## config.mk

```make
export PLATFORM = sky130hd
export DESIGN_NAME = s_expression_lexer_core
export DESIGN_NICKNAME = d
export VERILOG_FILES = /design/src/sxl_pkg.sv /design/src/sxl_step.sv /design/src/sxl_out_buf.sv /design/src/s_expression_lexer_core.sv
export SDC_FILE = /design/constraint.sdc
export NUM_CORES = 1
export LEC_CHECK = 0
export BUFFER_PORTS_ARGS = -buffer_cell sky130_fd_sc_hd__buf_2
export CORE_ASPECT_RATIO = 2
export CORE_MARGIN = 10
export CORE_UTILIZATION = 45
export CTS_BUF_LIST = sky130_fd_sc_hd__clkbuf_16
export DETAILED_ROUTE_END_ITERATION = 16
export GPL_TIMING_DRIVEN = 1
export MAX_ROUTING_LAYER = met4
export PLACE_DENSITY_LB_ADDON = 0.1
export SETUP_SLACK_MARGIN = 0.2
export SYNTH_ARGS = -nofsm -noshare
export SYNTH_HDL_FRONTEND = slang
export SYNTH_SLANG_ARGS = --single-unit
```

## constraint.sdc

```tcl
create_clock -name aclk -period 5.5 [get_ports aclk]
set_input_delay 0 -clock aclk [delete_from_list [all_inputs] [get_ports aclk]]
set_output_delay 0 -clock aclk [all_outputs]
set_load 0.005 [all_outputs]
```

## src/sxl_pkg.sv

```systemverilog
`timescale 1ns / 1ps
// ----------------------------------------------------------------------------
// sxl_pkg: shared types and codes of the s-expression lexer
// Token kinds, lexer modes, bracket shapes and the records that pass
// between the lexer step logic, the result buffer and the top level.
// ----------------------------------------------------------------------------
package sxl_pkg;

    // lexer mode between characters
    typedef enum logic [2:0] {
        MODE_IDLE    = 3'd0,
        MODE_COMMENT = 3'd1,
        MODE_INT     = 3'd2,
        MODE_MINUS   = 3'd3,
        MODE_SYMBOL  = 3'd4
    } mode_t;

    // token kind codes as they leave the block
    typedef enum logic [3:0] {
        KIND_OPEN    = 4'd0,
        KIND_CLOSE   = 4'd1,
        KIND_QUOTE   = 4'd2,
        KIND_COMMENT = 4'd3,
        KIND_INT     = 4'd4,
        KIND_SYMBOL  = 4'd5,
        KIND_TRUE    = 4'd6,
        KIND_FALSE   = 4'd7,
        KIND_ERROR   = 4'd8,
        KIND_END     = 4'd9
    } kind_t;

    // bracket shapes
    localparam logic [1:0] SHAPE_ROUND  = 2'd0;
    localparam logic [1:0] SHAPE_SQUARE = 2'd1;
    localparam logic [1:0] SHAPE_CURLY  = 2'd2;

    localparam int LINE_W = 24;
    localparam int COL_W  = 24;
    localparam int OFF_W  = 32;
    localparam int LEN_W  = 16;
    localparam int KW_W   = 4;

    // result buffer depth and its full count
    localparam int          BUF_DEPTH = 2;
    localparam logic [1:0]  BUF_FULL  = 2'd2;

    // register addresses (word index, paddr[2])
    localparam logic REG_DROP_COMMENTS = 1'b0;
    localparam logic REG_FIRST_LINE    = 1'b1;

    // one token as it sits in the result buffer
    typedef struct packed {
        kind_t              kind;
        logic [1:0]         shape;
        logic [LINE_W-1:0]  line;
        logic [COL_W-1:0]   col;
        logic [OFF_W-1:0]   offset;
        logic [LEN_W-1:0]   length;
        logic               last;
    } result_t;

    // lexer state carried from one character to the next
    typedef struct packed {
        mode_t              mode;
        logic [LINE_W-1:0]  cur_line;
        logic [COL_W-1:0]   cur_col;
        logic [OFF_W-1:0]   char_offset;
        logic [LINE_W-1:0]  tok_line;
        logic [COL_W-1:0]   tok_col;
        logic [OFF_W-1:0]   tok_offset;
        logic [LEN_W-1:0]   pend_len;
        logic [KW_W-1:0]    kw;
    } lex_state_t;

endpackage

```

## src/sxl_step.sv

```systemverilog
`timescale 1ns / 1ps
// ----------------------------------------------------------------------------
// sxl_step: next-state and token logic for one character
// Pure combinational step of the lexer: from the current state and one
// character (or end of input) it gives the next state and up to two tokens,
// packed so that the first valid token is always in res0.
// ----------------------------------------------------------------------------
module sxl_step (
    input  sxl_pkg::lex_state_t  state_in,
    input  logic [7:0]           char_byte,
    input  logic                 end_of_input,
    input  logic                 drop_comments,
    output sxl_pkg::lex_state_t  state_out,
    output logic [1:0]           res_cnt,
    output sxl_pkg::result_t     res0,
    output sxl_pkg::result_t     res1
);

    localparam logic [7:0] CH_NEWLINE = 8'h0A;
    localparam logic [7:0] CH_TAB     = 8'h09;
    localparam logic [7:0] CH_SPACE   = 8'h20;
    localparam logic [7:0] CH_SEMI    = 8'h3B;
    localparam logic [7:0] CH_QUOTE   = 8'h27;
    localparam logic [7:0] CH_MINUS   = 8'h2D;
    localparam logic [7:0] CH_LPAREN  = 8'h28;
    localparam logic [7:0] CH_RPAREN  = 8'h29;
    localparam logic [7:0] CH_LBRACK  = 8'h5B;
    localparam logic [7:0] CH_RBRACK  = 8'h5D;
    localparam logic [7:0] CH_LBRACE  = 8'h7B;
    localparam logic [7:0] CH_RBRACE  = 8'h7D;

    // keyword prefix tracking: t r u e / f a l s e
    localparam logic [3:0] KW_NONE  = 4'd0;
    localparam logic [3:0] KW_T     = 4'd1;
    localparam logic [3:0] KW_TR    = 4'd2;
    localparam logic [3:0] KW_TRU   = 4'd3;
    localparam logic [3:0] KW_TRUE  = 4'd4;
    localparam logic [3:0] KW_F     = 4'd5;
    localparam logic [3:0] KW_FA    = 4'd6;
    localparam logic [3:0] KW_FAL   = 4'd7;
    localparam logic [3:0] KW_FALS  = 4'd8;
    localparam logic [3:0] KW_FALSE = 4'd9;

    function automatic logic [23:0] sat24_inc(input logic [23:0] v);
        return (v == 24'hFFFFFF) ? v : v + 24'd1;
    endfunction

    function automatic logic [15:0] sat16_inc(input logic [15:0] v);
        return (v == 16'hFFFF) ? v : v + 16'd1;
    endfunction

    function automatic logic [3:0] kw_next(input logic [3:0] k, input logic [7:0] c);
        logic [3:0] r;
        r = KW_NONE;
        if (k == KW_T && c == "r") r = KW_TR;
        if (k == KW_TR && c == "u") r = KW_TRU;
        if (k == KW_TRU && c == "e") r = KW_TRUE;
        if (k == KW_F && c == "a") r = KW_FA;
        if (k == KW_FA && c == "l") r = KW_FAL;
        if (k == KW_FAL && c == "s") r = KW_FALS;
        if (k == KW_FALS && c == "e") r = KW_FALSE;
        return r;
    endfunction

    logic                 is_digit;
    logic                 is_ident;
    logic                 is_delim;
    sxl_pkg::result_t     flush_res;
    logic                 flush_vld;
    sxl_pkg::result_t     idle_res;
    logic                 idle_vld;
    sxl_pkg::lex_state_t  idle_state;

    // character classes
    always_comb begin
        is_digit = char_byte inside {["0":"9"]};
        is_ident = char_byte inside {["A":"Z"], ["a":"z"], ["0":"9"], "_", "-", "?",
                                     "!", "@", "&", "*", "+", "/", "$", "%", "^", "~"};
        is_delim = char_byte inside {CH_SPACE, CH_TAB, CH_NEWLINE, CH_RPAREN,
                                     CH_RBRACK, CH_RBRACE};
    end

    // token that a pending run gives when it is closed
    always_comb begin
        flush_res        = '0;
        flush_res.kind   = sxl_pkg::KIND_SYMBOL;
        flush_res.shape  = sxl_pkg::SHAPE_ROUND;
        flush_res.line   = state_in.tok_line;
        flush_res.col    = state_in.tok_col;
        flush_res.offset = state_in.tok_offset;
        flush_res.length = state_in.pend_len;
        flush_res.last   = 1'b0;
        flush_vld        = 1'b0;
        case (state_in.mode)
            sxl_pkg::MODE_COMMENT: begin
                flush_res.kind = sxl_pkg::KIND_COMMENT;
                flush_vld      = !drop_comments;
            end
            sxl_pkg::MODE_INT: begin
                flush_res.kind = sxl_pkg::KIND_INT;
                flush_vld      = 1'b1;
            end
            sxl_pkg::MODE_MINUS: begin
                flush_vld = 1'b1;
            end
            sxl_pkg::MODE_SYMBOL: begin
                if (state_in.kw == KW_TRUE) begin
                    flush_res.kind = sxl_pkg::KIND_TRUE;
                end else if (state_in.kw == KW_FALSE) begin
                    flush_res.kind = sxl_pkg::KIND_FALSE;
                end
                flush_vld = 1'b1;
            end
            default: begin
                flush_vld = 1'b0;
            end
        endcase
    end

    // a character seen between tokens
    always_comb begin
        idle_state             = state_in;
        idle_state.mode        = sxl_pkg::MODE_IDLE;
        idle_state.kw          = KW_NONE;
        idle_state.cur_col     = sat24_inc(state_in.cur_col);
        idle_state.char_offset = state_in.char_offset + 32'd1;
        idle_res               = '0;
        idle_res.kind          = sxl_pkg::KIND_ERROR;
        idle_res.shape         = sxl_pkg::SHAPE_ROUND;
        idle_res.line          = state_in.cur_line;
        idle_res.col           = state_in.cur_col;
        idle_res.offset        = state_in.char_offset;
        idle_res.length        = 16'd1;
        idle_res.last          = 1'b0;
        idle_vld               = 1'b0;
        if (char_byte == CH_NEWLINE) begin
            idle_state.cur_line = sat24_inc(state_in.cur_line);
            idle_state.cur_col  = '0;
        end else if (char_byte == CH_SPACE || char_byte == CH_TAB) begin
            idle_vld = 1'b0;
        end else if (char_byte == CH_LPAREN) begin
            idle_res.kind = sxl_pkg::KIND_OPEN;
            idle_vld      = 1'b1;
        end else if (char_byte == CH_LBRACK) begin
            idle_res.kind  = sxl_pkg::KIND_OPEN;
            idle_res.shape = sxl_pkg::SHAPE_SQUARE;
            idle_vld       = 1'b1;
        end else if (char_byte == CH_LBRACE) begin
            idle_res.kind  = sxl_pkg::KIND_OPEN;
            idle_res.shape = sxl_pkg::SHAPE_CURLY;
            idle_vld       = 1'b1;
        end else if (char_byte == CH_RPAREN) begin
            idle_res.kind = sxl_pkg::KIND_CLOSE;
            idle_vld      = 1'b1;
        end else if (char_byte == CH_RBRACK) begin
            idle_res.kind  = sxl_pkg::KIND_CLOSE;
            idle_res.shape = sxl_pkg::SHAPE_SQUARE;
            idle_vld       = 1'b1;
        end else if (char_byte == CH_RBRACE) begin
            idle_res.kind  = sxl_pkg::KIND_CLOSE;
            idle_res.shape = sxl_pkg::SHAPE_CURLY;
            idle_vld       = 1'b1;
        end else if (char_byte == CH_QUOTE) begin
            idle_res.kind = sxl_pkg::KIND_QUOTE;
            idle_vld      = 1'b1;
        end else if (char_byte == CH_SEMI || is_digit || is_ident) begin
            // a multi-character token opens here
            idle_state.tok_line   = state_in.cur_line;
            idle_state.tok_col    = state_in.cur_col;
            idle_state.tok_offset = state_in.char_offset;
            idle_state.pend_len   = 16'd1;
            if (char_byte == CH_SEMI) begin
                idle_state.mode = sxl_pkg::MODE_COMMENT;
            end else if (is_digit) begin
                idle_state.mode = sxl_pkg::MODE_INT;
            end else if (char_byte == CH_MINUS) begin
                idle_state.mode = sxl_pkg::MODE_MINUS;
            end else begin
                idle_state.mode = sxl_pkg::MODE_SYMBOL;
                if (char_byte == "t") begin
                    idle_state.kw = KW_T;
                end else if (char_byte == "f") begin
                    idle_state.kw = KW_F;
                end
            end
        end else begin
            // any other byte is a one-character error
            idle_vld = 1'b1;
        end
    end

    sxl_pkg::result_t     second_res;
    logic                 second_vld;
    logic                 use_flush;
    sxl_pkg::lex_state_t  nxt;

    // choose the path for this character
    always_comb begin
        nxt        = state_in;
        use_flush  = 1'b0;
        second_res = idle_res;
        second_vld = 1'b0;
        if (end_of_input) begin
            use_flush         = 1'b1;
            nxt.mode          = sxl_pkg::MODE_IDLE;
            nxt.kw            = KW_NONE;
            second_res        = '0;
            second_res.kind   = sxl_pkg::KIND_END;
            second_res.shape  = sxl_pkg::SHAPE_ROUND;
            second_res.line   = state_in.cur_line;
            second_res.col    = state_in.cur_col;
            second_res.offset = state_in.char_offset;
            second_res.length = '0;
            second_vld        = 1'b1;
        end else if (state_in.mode == sxl_pkg::MODE_COMMENT) begin
            if (char_byte == CH_NEWLINE) begin
                use_flush  = 1'b1;
                nxt        = idle_state;
                second_vld = idle_vld;
            end else begin
                nxt.pend_len    = sat16_inc(state_in.pend_len);
                nxt.cur_col     = sat24_inc(state_in.cur_col);
                nxt.char_offset = state_in.char_offset + 32'd1;
            end
        end else if (state_in.mode == sxl_pkg::MODE_INT
                     || (state_in.mode == sxl_pkg::MODE_MINUS && is_digit)) begin
            if (is_digit) begin
                nxt.mode        = sxl_pkg::MODE_INT;
                nxt.pend_len    = sat16_inc(state_in.pend_len);
                nxt.cur_col     = sat24_inc(state_in.cur_col);
                nxt.char_offset = state_in.char_offset + 32'd1;
            end else if (is_delim) begin
                use_flush  = 1'b1;
                nxt        = idle_state;
                second_vld = idle_vld;
            end else begin
                // digit run ended by a non-delimiter: error takes in the char
                second_res        = '0;
                second_res.kind   = sxl_pkg::KIND_ERROR;
                second_res.shape  = sxl_pkg::SHAPE_ROUND;
                second_res.line   = state_in.tok_line;
                second_res.col    = state_in.tok_col;
                second_res.offset = state_in.tok_offset;
                second_res.length = sat16_inc(state_in.pend_len);
                second_vld        = 1'b1;
                nxt.mode          = sxl_pkg::MODE_IDLE;
                nxt.kw            = KW_NONE;
                nxt.cur_col       = sat24_inc(state_in.cur_col);
                nxt.char_offset   = state_in.char_offset + 32'd1;
            end
        end else if (state_in.mode == sxl_pkg::MODE_MINUS
                     || state_in.mode == sxl_pkg::MODE_SYMBOL) begin
            if (is_ident) begin
                nxt.kw          = (state_in.mode == sxl_pkg::MODE_SYMBOL)
                                  ? kw_next(state_in.kw, char_byte) : KW_NONE;
                nxt.mode        = sxl_pkg::MODE_SYMBOL;
                nxt.pend_len    = sat16_inc(state_in.pend_len);
                nxt.cur_col     = sat24_inc(state_in.cur_col);
                nxt.char_offset = state_in.char_offset + 32'd1;
            end else begin
                use_flush  = 1'b1;
                nxt        = idle_state;
                second_vld = idle_vld;
            end
        end else begin
            nxt        = idle_state;
            second_vld = idle_vld;
        end
    end

    // pack tokens so the first one sits in res0, mark the final one
    always_comb begin
        state_out = nxt;
        res0      = second_res;
        res1      = second_res;
        res_cnt   = {1'b0, second_vld};
        if (use_flush && flush_vld) begin
            res0    = flush_res;
            res_cnt = second_vld ? 2'd2 : 2'd1;
        end
        res0.last = (res_cnt == 2'd1);
        res1.last = 1'b1;
    end

endmodule

```

## src/sxl_out_buf.sv

```systemverilog
`timescale 1ns / 1ps
// ----------------------------------------------------------------------------
// sxl_out_buf: two-entry result buffer
// Takes up to two tokens per cycle from the lexer step and hands one token
// per cycle to the ready result channel. The writer only pushes what fits.
// ----------------------------------------------------------------------------
module sxl_out_buf (
    input  logic              aclk,
    input  logic              aresetn,
    input  logic [1:0]        push_cnt,
    input  sxl_pkg::result_t  push0,
    input  sxl_pkg::result_t  push1,
    input  logic              pop,
    output sxl_pkg::result_t  head,
    output logic              head_vld,
    output logic [1:0]        count
);

    sxl_pkg::result_t  slot_reg [sxl_pkg::BUF_DEPTH];
    sxl_pkg::result_t  slot_next [sxl_pkg::BUF_DEPTH];
    logic [1:0]        cnt_reg;
    logic [1:0]        cnt_next;
    logic [1:0]        kept;
    sxl_pkg::result_t  keep0;

    // drop the head on a pop, then append the new tokens behind what is left
    always_comb begin
        kept     = cnt_reg - {1'b0, pop};
        keep0    = pop ? slot_reg[1] : slot_reg[0];
        cnt_next = kept + push_cnt;
        slot_next[0] = (kept != 2'd0) ? keep0 : push0;
        if (kept == 2'd2) begin
            slot_next[1] = slot_reg[1];
        end else if (kept == 2'd1) begin
            slot_next[1] = push0;
        end else begin
            slot_next[1] = push1;
        end
    end

    always_ff @(posedge aclk) begin
        if (!aresetn) begin
            cnt_reg <= '0;
        end else begin
            cnt_reg <= cnt_next;
        end
    end

    // payload slots need no reset
    always_ff @(posedge aclk) begin
        slot_reg[0] <= slot_next[0];
        slot_reg[1] <= slot_next[1];
    end

    assign head     = slot_reg[0];
    assign head_vld = (cnt_reg != 2'd0);
    assign count    = cnt_reg;

endmodule

```

## src/s_expression_lexer_core.sv

```systemverilog
`timescale 1ns / 1ps
// ----------------------------------------------------------------------------
// s_expression_lexer_core: streaming lexer for a bracketed list language
// One source character per request on the s_ channel; tokens with their
//   start line, column, offset and length leave one per transfer on the m_
// channel. Two registers on an APB-style port: drop_comments at 0x0 and
// first_line at 0x4.
// ----------------------------------------------------------------------------
// Usage:
//   A request is accepted on s_valid & s_ready. It lands in an input
//   register; the lexer step runs on it once its tokens fit, and they
//   (zero, one or two) go into a two-entry result buffer, from which m_
//   tokens are offered. m_last_of_run marks the last token of one request.
//   Throughput: one request per cycle while each request yields at most one
//   token and the receiver keeps up; a request that closes a pending token
//   and emits its own holds the input until both tokens fit, since the
//   step runs only when all its tokens fit in the slots free before this
//   cycle's drain, and the result port drains one token per cycle.
//   s_ready depends only on internal registers. When the receiver stalls,
//   the buffer fills, the input register holds its request, and s_ready
//   falls; nothing is dropped.
//   Reset (aresetn low, synchronous) empties the input register and buffer,
//   puts the lexer between tokens at line first_line, column 0, offset 0,
//   and sets drop_comments to 0 and first_line to 1.
// ----------------------------------------------------------------------------
module s_expression_lexer_core (
    input  logic         aclk,
    input  logic         aresetn,
    // configuration
    input  logic         psel,
    input  logic         penable,
    input  logic         pwrite,
    input  logic [2:0]   paddr,
    input  logic [31:0]  pwdata,
    output logic [31:0]  prdata,
    output logic         pready,
    // character requests
    input  logic         s_valid,
    output logic         s_ready,
    input  logic [7:0]   s_char_byte,
    input  logic         s_end_of_input,
    // token requests
    output logic         m_valid,
    input  logic         m_ready,
    output logic [3:0]   m_token_kind,
    output logic [1:0]   m_bracket_shape,
    output logic [23:0]  m_start_line,
    output logic [23:0]  m_start_col,
    output logic [31:0]  m_start_offset,
    output logic [15:0]  m_token_length,
    output logic         m_last_of_run
);

    // lexer state after reset: between tokens, line 1, everything else zero
    localparam sxl_pkg::lex_state_t STATE_RESET = '{
        mode:     sxl_pkg::MODE_IDLE,
        cur_line: 24'd1,
        default:  '0
    };

    logic                 drop_comments_reg;
    logic                 first_line_reg;
    logic                 cfg_wr;

    logic                 in_vld_reg;
    logic [7:0]           in_char_reg;
    logic                 in_eoi_reg;

    sxl_pkg::lex_state_t  state_reg;
    sxl_pkg::lex_state_t  state_next;
    sxl_pkg::lex_state_t  step_state;
    logic [1:0]           step_cnt;
    sxl_pkg::result_t     step_res0;
    logic                 fire;
    logic [1:0]           push_cnt;
    sxl_pkg::result_t     step_res1;
    sxl_pkg::result_t     head;
    logic                 head_vld;
    logic [1:0]           buf_count;

    // configuration port
    assign pready = 1'b1;
    assign cfg_wr = psel && penable && pwrite;

    always_comb begin
        prdata = '0;
        case (paddr[2])
            sxl_pkg::REG_DROP_COMMENTS: prdata[0] = drop_comments_reg;
            sxl_pkg::REG_FIRST_LINE:    prdata[0] = first_line_reg;
            default:                    prdata = '0;
        endcase
    end

    always_ff @(posedge aclk) begin
        if (!aresetn) begin
            drop_comments_reg <= 1'b0;
            first_line_reg    <= 1'b1;
        end else if (cfg_wr) begin
            if (paddr[2] == sxl_pkg::REG_DROP_COMMENTS) begin
                drop_comments_reg <= pwdata[0];
            end else begin
                first_line_reg <= pwdata[0];
            end
        end
    end

    // lexer step on the registered character
    sxl_step u_step (
        .state_in      (state_reg),
        .char_byte     (in_char_reg),
        .end_of_input  (in_eoi_reg),
        .drop_comments (drop_comments_reg),
        .state_out     (step_state),
        .res_cnt       (step_cnt),
        .res0          (step_res0),
        .res1          (step_res1)
    );

    // run the step only when all its tokens fit in the buffer
    assign fire     = in_vld_reg && (step_cnt <= (sxl_pkg::BUF_FULL - buf_count));
    assign push_cnt = fire ? step_cnt : 2'd0;
    assign s_ready  = !in_vld_reg || fire;

    // input register
    always_ff @(posedge aclk) begin
        if (!aresetn) begin
            in_vld_reg <= 1'b0;
        end else if (s_ready) begin
            in_vld_reg <= s_valid;
        end
    end

    always_ff @(posedge aclk) begin
        if (s_valid && s_ready) begin
            in_char_reg <= s_char_byte;
            in_eoi_reg  <= s_end_of_input;
        end
    end

    // lexer state; a first_line write reloads the line before any character
    always_comb begin
        state_next = state_reg;
        if (fire) begin
            state_next = step_state;
        end
        if (cfg_wr && paddr[2] == sxl_pkg::REG_FIRST_LINE
            && state_reg.char_offset == '0) begin
            state_next.cur_line = {{(sxl_pkg::LINE_W-1){1'b0}}, pwdata[0]};
        end
    end

    always_ff @(posedge aclk) begin
        if (!aresetn) begin
            state_reg <= STATE_RESET;
        end else begin
            state_reg <= state_next;
        end
    end

    // result buffer
    sxl_out_buf u_out_buf (
        .aclk     (aclk),
        .aresetn  (aresetn),
        .push_cnt (push_cnt),
        .push0    (step_res0),
        .push1    (step_res1),
        .pop      (m_ready && head_vld),
        .head     (head),
        .head_vld (head_vld),
        .count    (buf_count)
    );

    assign m_valid         = head_vld;
    assign m_token_kind    = head.kind;
    assign m_bracket_shape = head.shape;
    assign m_start_line    = head.line;
    assign m_start_col     = head.col;
    assign m_start_offset  = head.offset;
    assign m_token_length  = head.length;
    assign m_last_of_run   = head.last;

endmodule
```

==> key figures, run 1 <==
Status
  – Status: finished clean

Synthesis
  – Fraction of registers with async set or reset after synthesis: 0
  – #FFs+latches synth: 403
  – Synth area leaders: edfxtp_1, dfxtp_1, nand3_1
  – Sequential share of the synthesized area: 0.521
  – Yosys cell types: 81
  – Yosys top cell by area: edfxtp_1
  – Syn Inst Count: 2,037
  – Number of synthesized flops with an enable pin: 215
  – Post-Syn Area: 19,600 um^2
  – Commonest register cell after synthesis: edfxtp_1
  – Avg Cell Area, Syn: 9.64 um^2
  – Syn. warnings: 0
  – Synth top area share: 0.329

Power and ir drop
  – Total power: 9.52 mW
  – Clk pwr share: 0.290
  – Leakage: 8.07 nW
  – Sequential Power Share: 0.454
  – Switching pwr: 3.12 mW
  – P per Cell Area: 431 nW/um^2
  – Switching Share: 0.328
  – Gate power share: 0.256
  – VDD IR max: 0.512 mV
  – Cell-internal power: 6.40 mW

Critical path
  – Worst path slowest cell: or4b_1
  – Crit path launch type: flop
  – Worst path max stage delay: 0.57 ns
  – Top delay family on crit path: simple AND/OR/NAND/NOR gates
  – Data arrival, critical path: 5.44 ns
  – CP required: 5.94 ns
  – WS Path Type: reg -> reg
  – CP bufs+invs: 3
  – Worst setup EP type: flop
  – Crit path cell chain: buf_12 > or4b_1 > nor3_1 > a211oi_2 > nand4_2 > o21ai_4 > nand2_1 > inv_1 > ha_1 > ha_1 > nor2b_1 > o21a_1 > or4_4 > or2_2 > xnor2_1 > mux2i_1 > nand2_1 > dlygate4sd3_1
  – Crit-path max FO: 13

Die
  – Initial Util: 0.454
  – Die ar.: 52,900 um^2
  – DIE WIDTH: 168 um
  – Core area: 43,200 um^2
  – Num rows: 108
  – DIE HEIGHT: 315 um
  – I/O pins: 189

STA
  – RSZ-0062 raised after global routing: no
  – Final Cycle Share: 0.909
  – Slew @ Worst Pin: 1.10 ns
  – Max-slew violation count: 0
  – WHS: 0.178 ns
  – Fmax: 0.200 GHz
  – Endpoints failing setup: 0
  – Setup TNS Final: 0 ns
  – Clock Skew: 0.0263 ns
  – Hold Vio Cnt, Final: 0
  – Max-slew headroom: 0.262
  – Clock period minus worst slack: 5.00 ns

Layout
  – Storage element area: 10,200 um^2
  – Final-stage net count: 2,168
  – Multi-input gate area: 8460 um^2
  – Most frequent cells in the layout: nand3_1, edfxtp_1, dfxtp_1, nor2_1, o21ai_0
  – Area growth syn-to-layout: 12.4%
  – Share of cells above drive strength 1: 0.121
  – N_diodes: 0
  – Fillers: 4,055
  – Core Util, Final: 0.510
  – Post-layout instance area: 22,100 um^2
  – Most common cell after layout, fill and taps aside: nand3_1

Placed design
  – DP Wirelength: 35,900 um
  – Routability congestion estimate: 0.911
  – Placed cell area: 20,500 um^2
  – Port Buffers: 123

Route
  – Detailed-route DRC error count: 0
  – Drt pass-1 iters: 7
  – Remaining antenna violation count: 0
  – DR vias/cell: 5.85
  – Vias: 15,717
  – Post-Route WL: 55,800 um
  – Initial drt markers: 1,049
  – Average wire per standard cell: 20.7 um

Run
  – MaxCap Viol Count: 0

Clock network
  – Cts bufs inserted: 40
  – CTS HTree Levels: 2
  – Longest Clk Path Bufs: 3
  – TritonCTS clock tree: built
  – Skew-Pair Late Insertion Delay: 0.55 ns
  – CTS sink cnt: 403
  – Reg clk slew, reported paths: 0.06 ns
  – Root Driver: clkbuf_16

Global route
  – First-pass GRT wire length: 86,900 um
  – Largest net degree at the start of global routing: 171
  – Vias in the first global route: 15,345
  – Global-route usage over all layers: 0.208
  – Initial antenna violation count: 0
  – GRT overflow: 0

Min path
  – Tightest Hold Check Type: in -> reg
==> cell usage after synthesis (6+ instances only) <==
| cell | number |
|---|---|
| nor3_1 | 23 |
| nand2b_1 | 8 |
| a21o_1 | 8 |
| xor2_1 | 25 |
| mux2_1 | 80 |
| and2_1 | 19 |
| and4_1 | 6 |
| buf_1 | 15 |
| or3_1 | 29 |
| buf_4 | 36 |
| o21ai_0 | 185 |
| buf_2 | 36 |
| and3_1 | 23 |
| clkbuf_1 | 96 |
| o21ai_1 | 15 |
| buf_6 | 10 |
| a31oi_1 | 90 |
| o31ai_1 | 29 |
| mux2i_1 | 10 |
| nand4_1 | 32 |
| nor2b_1 | 15 |
| nor2_1 | 188 |
| nand3_1 | 220 |
| xnor2_1 | 42 |
| nand2_1 | 167 |
| nor4_1 | 25 |
| nor4b_1 | 6 |
| inv_1 | 29 |
| edfxtp_1 | 215 |
| a21oi_1 | 70 |
| dfxtp_1 | 188 |
| ha_1 | 11 |
==> final timing paths <==
check / cells past startpoint / slack [ns] / from / endpoint
max: 18 / 0.50 / in_char_reg[4]$_DFFE_PP_ / state_reg[156]$_SDFFE_PN1P_
min reg2reg: 2 / 0.48 / first_line_reg$_SDFFE_PN1P_ / first_line_reg$_SDFFE_PN1P_
max reg2reg: 18 / 0.50 / in_char_reg[4]$_DFFE_PP_ / state_reg[156]$_SDFFE_PN1P_
min: 2 / 0.18 / s_char_byte[0] / in_char_reg[0]$_DFFE_PP_
==> cell families after synthesis <==
kind of cell	synth area share
xor gates and xnor gates	0.0299
AOI/OAI and AO/OA	0.137
muxes	0.0521
DFF	0.521
other	0.000383
and+or+nand+nor	0.197
buffers and inverters	0.0559
adders and majority gates	0.00701
==> through the flow <==
step,instances,setup WS (ns)
5_1_grt,2688,0.187
3_3_place_gp,2586,0.538
2_1_floorplan,2067,0.785
3_5_place_dp,2586,0.506
4_1_cts,2679,0.461
6_report,2688,0.501
==> repair_timing <==
| item | CTS | global route |
|---|---|---|
| buffers inserted | 0 | 9 |
| resized for setup | 0 | 0 |
| hold buffers | 19 | 0 |
| setup endpoints to repair | 0 | 8 |
| hold endpoints to repair | 29 | 0 |
==> power groups by stage <==
stage | combinational [mW] | sequential, mW | clock, mW
finish | 2.43 | 4.32 | 2.76
global route | 2.70 | 4.38 | 2.93
CTS | 2.46 | 4.34 | 2.84
detailed placement | 2.44 | 4.40 | 0
global placement | 2.42 | 4.39 | 0
floorplan | 1.33 | 4.41 | 0
==> area by class of cell <==
type / count / area share
clock inverter: 32 / 0.0115
tap: 550 / 0.0312
timing repair buffer: 191 / 0.0578
multi-input combinational: 1440 / 0.384
sequential: 403 / 0.463
clock buffer: 42 / 0.0476
inverter: 30 / 0.00510
==> layer usage <==
layer,vias up,track usage,part of all wire
met4,0,0.0661,0.027
li1,7503,-,-
met3,86,0.0245,0.041
met5,-,-,0
met1,7704,0.229,0.39
met2,424,0.383,0.54
Power figures use the tool's default switching activity.
==> inputs of run 2 (changes only) <==
--- a/config.mk
+++ b/config.mk
@@ -9,7 +9,7 @@
 export CORE_ASPECT_RATIO = 2
 export CORE_MARGIN = 10
 export CORE_UTILIZATION = 45
-export CTS_BUF_LIST = sky130_fd_sc_hd__clkbuf_16
+export CTS_BUF_LIST = sky130_fd_sc_hd__clkbuf_8
 export DETAILED_ROUTE_END_ITERATION = 16
 export GPL_TIMING_DRIVEN = 1
 export MAX_ROUTING_LAYER = met4
@@ -17,4 +17,5 @@
 export SETUP_SLACK_MARGIN = 0.2
 export SYNTH_ARGS = -nofsm -noshare
 export SYNTH_HDL_FRONTEND = slang
+export SYNTH_HIERARCHICAL = 1
 export SYNTH_SLANG_ARGS = --single-unit
==> key figures, run 2 <==
Status
  – Status: finished clean

Global route
  – Largest net degree at the start of global routing: 95 (-44%)
  – First-pass GRT wire length: 101,000 um (+17%)
  – Vias in the first global route: 18,384 (+20%)
  – Global-route usage over all layers: 0.206 (-0.00285)
  – GRT overflow: 0 (unchanged)
  – Initial antenna violation count: 1 (+1)

Layout
  – Core Util, Final: 0.501 (-0.00884)
  – Most common cell after layout, fill and taps aside: nand2_1
  – Share of cells above drive strength 1: 0.224 (+0.104)
  – Post-layout instance area: 26,000 um^2 (+18%)
  – Most frequent cells in the layout: nand2_1, a21oi_1, edfxtp_1, dfxtp_1, mux2_4
  – Area growth syn-to-layout: 10.5%
  – Final-stage net count: 2,590 (+19%)
  – Largest register FFs: 206

Clock network
  – CTS HTree Levels: 2 (unchanged)
  – Longest Clk Path Bufs: 3 (unchanged)
  – Post-CTS setup buffer count: 0 (unchanged)
  – Skew-Pair Late Insertion Delay: 0.67 ns (+0.12 ns)
  – Root Driver: clkbuf_8
  – Reg clk slew, reported paths: 0.07 ns (about the same)
  – TritonCTS clock tree: built
  – Cts bufs inserted: 59 (+48%)
  – CTS sink cnt: 403 (unchanged)

STA
  – Endpoints failing setup: 0 (unchanged)
  – Final Cycle Share: 0.845 (-0.0640)
  – WHS: 0.0681 ns (-0.110 ns)
  – Max-slew violation count: 0 (unchanged)
  – Setup TNS Final: 0 ns (unchanged)
  – Slew @ Worst Pin: 1.10 ns (-0.00171 ns)
  – Clock period minus worst slack: 4.65 ns (-0.352 ns)
  – Fmax: 0.215 GHz (+7.6%)
  – Max-slew headroom: 0.265 (+0.00320)
  – Clock Skew: 0.0234 ns (-0.00290 ns)
  – RSZ-0062 raised after global routing: no
  – Hold Vio Cnt, Final: 0 (unchanged)

Placed design
  – Port Buffers: 123 (unchanged)
  – DP Wirelength: 41,100 um (+15%)
  – Routability congestion estimate: 0.922 (+1.2%)
  – Placed cell area: 24,500 um^2 (+20%)

Synthesis
  – Syn Inst Count: 2,448 (+20%)
  – Synth area leaders: edfxtp_1, dfxtp_1, nand2_1
  – Syn. warnings: 6 (+6)
  – Most common cell in the synthesized netlist: nand2_1
  – Yosys top cell by area: edfxtp_1
  – Fraction of registers with async set or reset after synthesis: 0 (unchanged)
  – Commonest register cell after synthesis: edfxtp_1
  – Number of synthesized flops with an enable pin: 215 (unchanged)
  – #FFs+latches synth: 403 (unchanged)
  – Synth top area share: 0.275 (-0.0544)
  – Post-Syn Area: 23,500 um^2 (+20%)
  – Yosys cell types: 80 (-1.2%)
  – Commonest cells in the netlist: nand2_1, a21oi_1, edfxtp_1
  – Avg Cell Area, Syn: 9.61 um^2 (-0.31%)
  – Sequential share of the synthesized area: 0.435 (-0.0860)

Critical path
  – Data arrival, critical path: 5.23 ns (-0.21 ns)
  – R2r setup slk: 0.85 ns (+0.35 ns)
  – Crit-path max FO: 55 (+42)
  – Worst setup EP type: flop
  – Worst path max stage delay: 0.63 ns (+0.06 ns)
  – WS Path Type: reg -> reg
  – RR Endpoint: state_reg[15]$_SDFFE_PN0P_
  – Reg2reg path depth: 16 (-2)
  – Reg-to-Reg Start: in_char_reg[5]$_DFFE_PP_
  – Crit path launch type: flop
  – Worst path slowest cell: edfxtp_1
  – CP required: 6.08 ns (+0.14 ns)
  – Crit path cell chain: and4bb_1 > and2_1 > nor2_1 > nor4b_4 > o2bb2ai_1 > nand2_1 > nand2_1 > ha_1 > inv_1 > ha_1 > and3_1 > a21oi_4 > buf_12 > buf_4 > nand2_1 > a21oi_1
  – Worst path most repeated cell: nand2_1

Route
  – DR vias/cell: 5.55 (-5.0%)
  – Vias: 18,010 (+15%)
  – Post-Route WL: 64,700 um (+16%)
  – Drt pass-1 iters: 7 (unchanged)
  – Initial drt markers: 952 (-9.2%)
  – Remaining antenna violation count: 0 (unchanged)
  – Detailed-route DRC error count: 0 (unchanged)
  – Average wire per standard cell: 19.9 um (-3.9%)

Min path
  – Worst Hold Depth: 2 (unchanged)
  – Worst hold start: s_char_byte[5]
  – Worst Hold Path EP: in_char_reg[5]$_DFFE_PP_
  – Tightest Hold Check Type: in -> reg

Run
  – MaxCap Viol Count: 0 (unchanged)

Die
  – Initial Util: 0.454 (about the same)
  – Num rows: 118 (+9.3%)
  – DIE WIDTH: 182 um (+8.3%)
  – Core area: 51,800 um^2 (+20%)
  – DIE HEIGHT: 343 um (+8.9%)
  – I/O pins: 189 (unchanged)
  – Die ar.: 62,400 um^2 (+18%)

Power and ir drop
  – Gate power share: 0.359 (+0.103)
  – Clk pwr share: 0.238 (-0.052)
  – Cell-internal power: 6.76 mW (+5.7%)
  – Total power: 10.9 mW (+14%)
  – Switching Share: 0.379 (+0.0512)
  – Switching pwr: 4.12 mW (+32%)
  – VDD IR max: 0.699 mV (+36%)
  – Sequential Power Share: 0.403 (-0.051)
  – Leakage: 10.4 nW (+29%)
  – P per Cell Area: 419 nW/um^2 (-2.9%)
==> run 2: critical path, delay by kind of cell, from the launching register on <==
family	cells	cell delay [ns]
simple gates	8	2.10
buf+inv	3	0.70
flops	1	0.63
compound gates	3	0.61
fa+ha+maj	2	0.49
==> run 2: power groups by stage <==
stage,clock (mW),sequential [mW],combinational (mW)
after floorplan,0,4.51,2.48
after global placement,0,4.44,3.94
after detailed placement,0,4.46,3.99
after CTS,2.70,4.40,4.01
after global routing,2.81,4.45,4.18
final,2.59,4.39,3.90
==> run 2: cell families (layout without fill, tap and decap cells) <==
kind of cell             after synthesis  in the layout  share of synthesized area
AO/OA/AOI/OAI                        370            370                     0.0909
flip-flops                           403            403                      0.435
XOR/XNOR                              84             84                     0.0313
buffers and inverters                218            322                     0.0508
multiplexers                         377            377                      0.204
other                                  4             35                   0.000638
AND/OR/NAND/NOR                      984            984                      0.183
adder cells (fa/ha/maj)                8              8                    0.00426
==> run 2: timing repair <==
item / CTS / global route
hold buffers: 22 / 0
endpoints found under the hold margin: 40 / 0
resized for setup: 0 / 0
setup endpoints to repair: 0 / 0
==> run 2: layer usage <==
metal  share of wire  global-route usage  wire length (um)
met5               0                   -                 0
met1            0.38               0.208             24700
met3           0.038              0.0266              2460
met4           0.037              0.0818              2370
met2            0.54               0.388             35200
==> run 2: through the flow <==
step	setup slack (ns)	std cells
finish	0.853	3243
global placement	0.961	3108
detailed placement	0.974	3108
floorplan	0.991	2478
global route	0.554	3243
CTS	0.932	3242
==> run 2: area by class of cell <==
cell class	count	area (um^2)
Clock inverter	47	350
Timing Repair Buffer	193	1330
Sequential cell	403	10200
Tap cell	660	826
Fill cell	4841	25800
Inverter	17	66.3
Clock buffer	65	895
Multi-Input combinational cell	1857	12300
Antenna cell	1	2.50
==> run 2: worst max path at each step <==
stage,end,cells after the start,slack (ns),start
detailed placement,state_reg[9]$_SDFFE_PN0P_,17,0.97,in_char_reg[1]$_DFFE_PP_
floorplan,u_out_buf/slot_reg[0][0]$_DFFE_PP_,8,0.99,u_out_buf/count[1]$_SDFF_PN0_
global route,state_reg[47]$_SDFFE_PN0P_,17,0.55,in_char_reg[1]$_DFFE_PP_
CTS,state_reg[9]$_SDFFE_PN0P_,17,0.93,in_char_reg[1]$_DFFE_PP_
finish,state_reg[15]$_SDFFE_PN0P_,16,0.85,in_char_reg[5]$_DFFE_PP_
global placement,state_reg[7]$_SDFFE_PN0P_,16,0.96,in_char_reg[5]$_DFFE_PP_
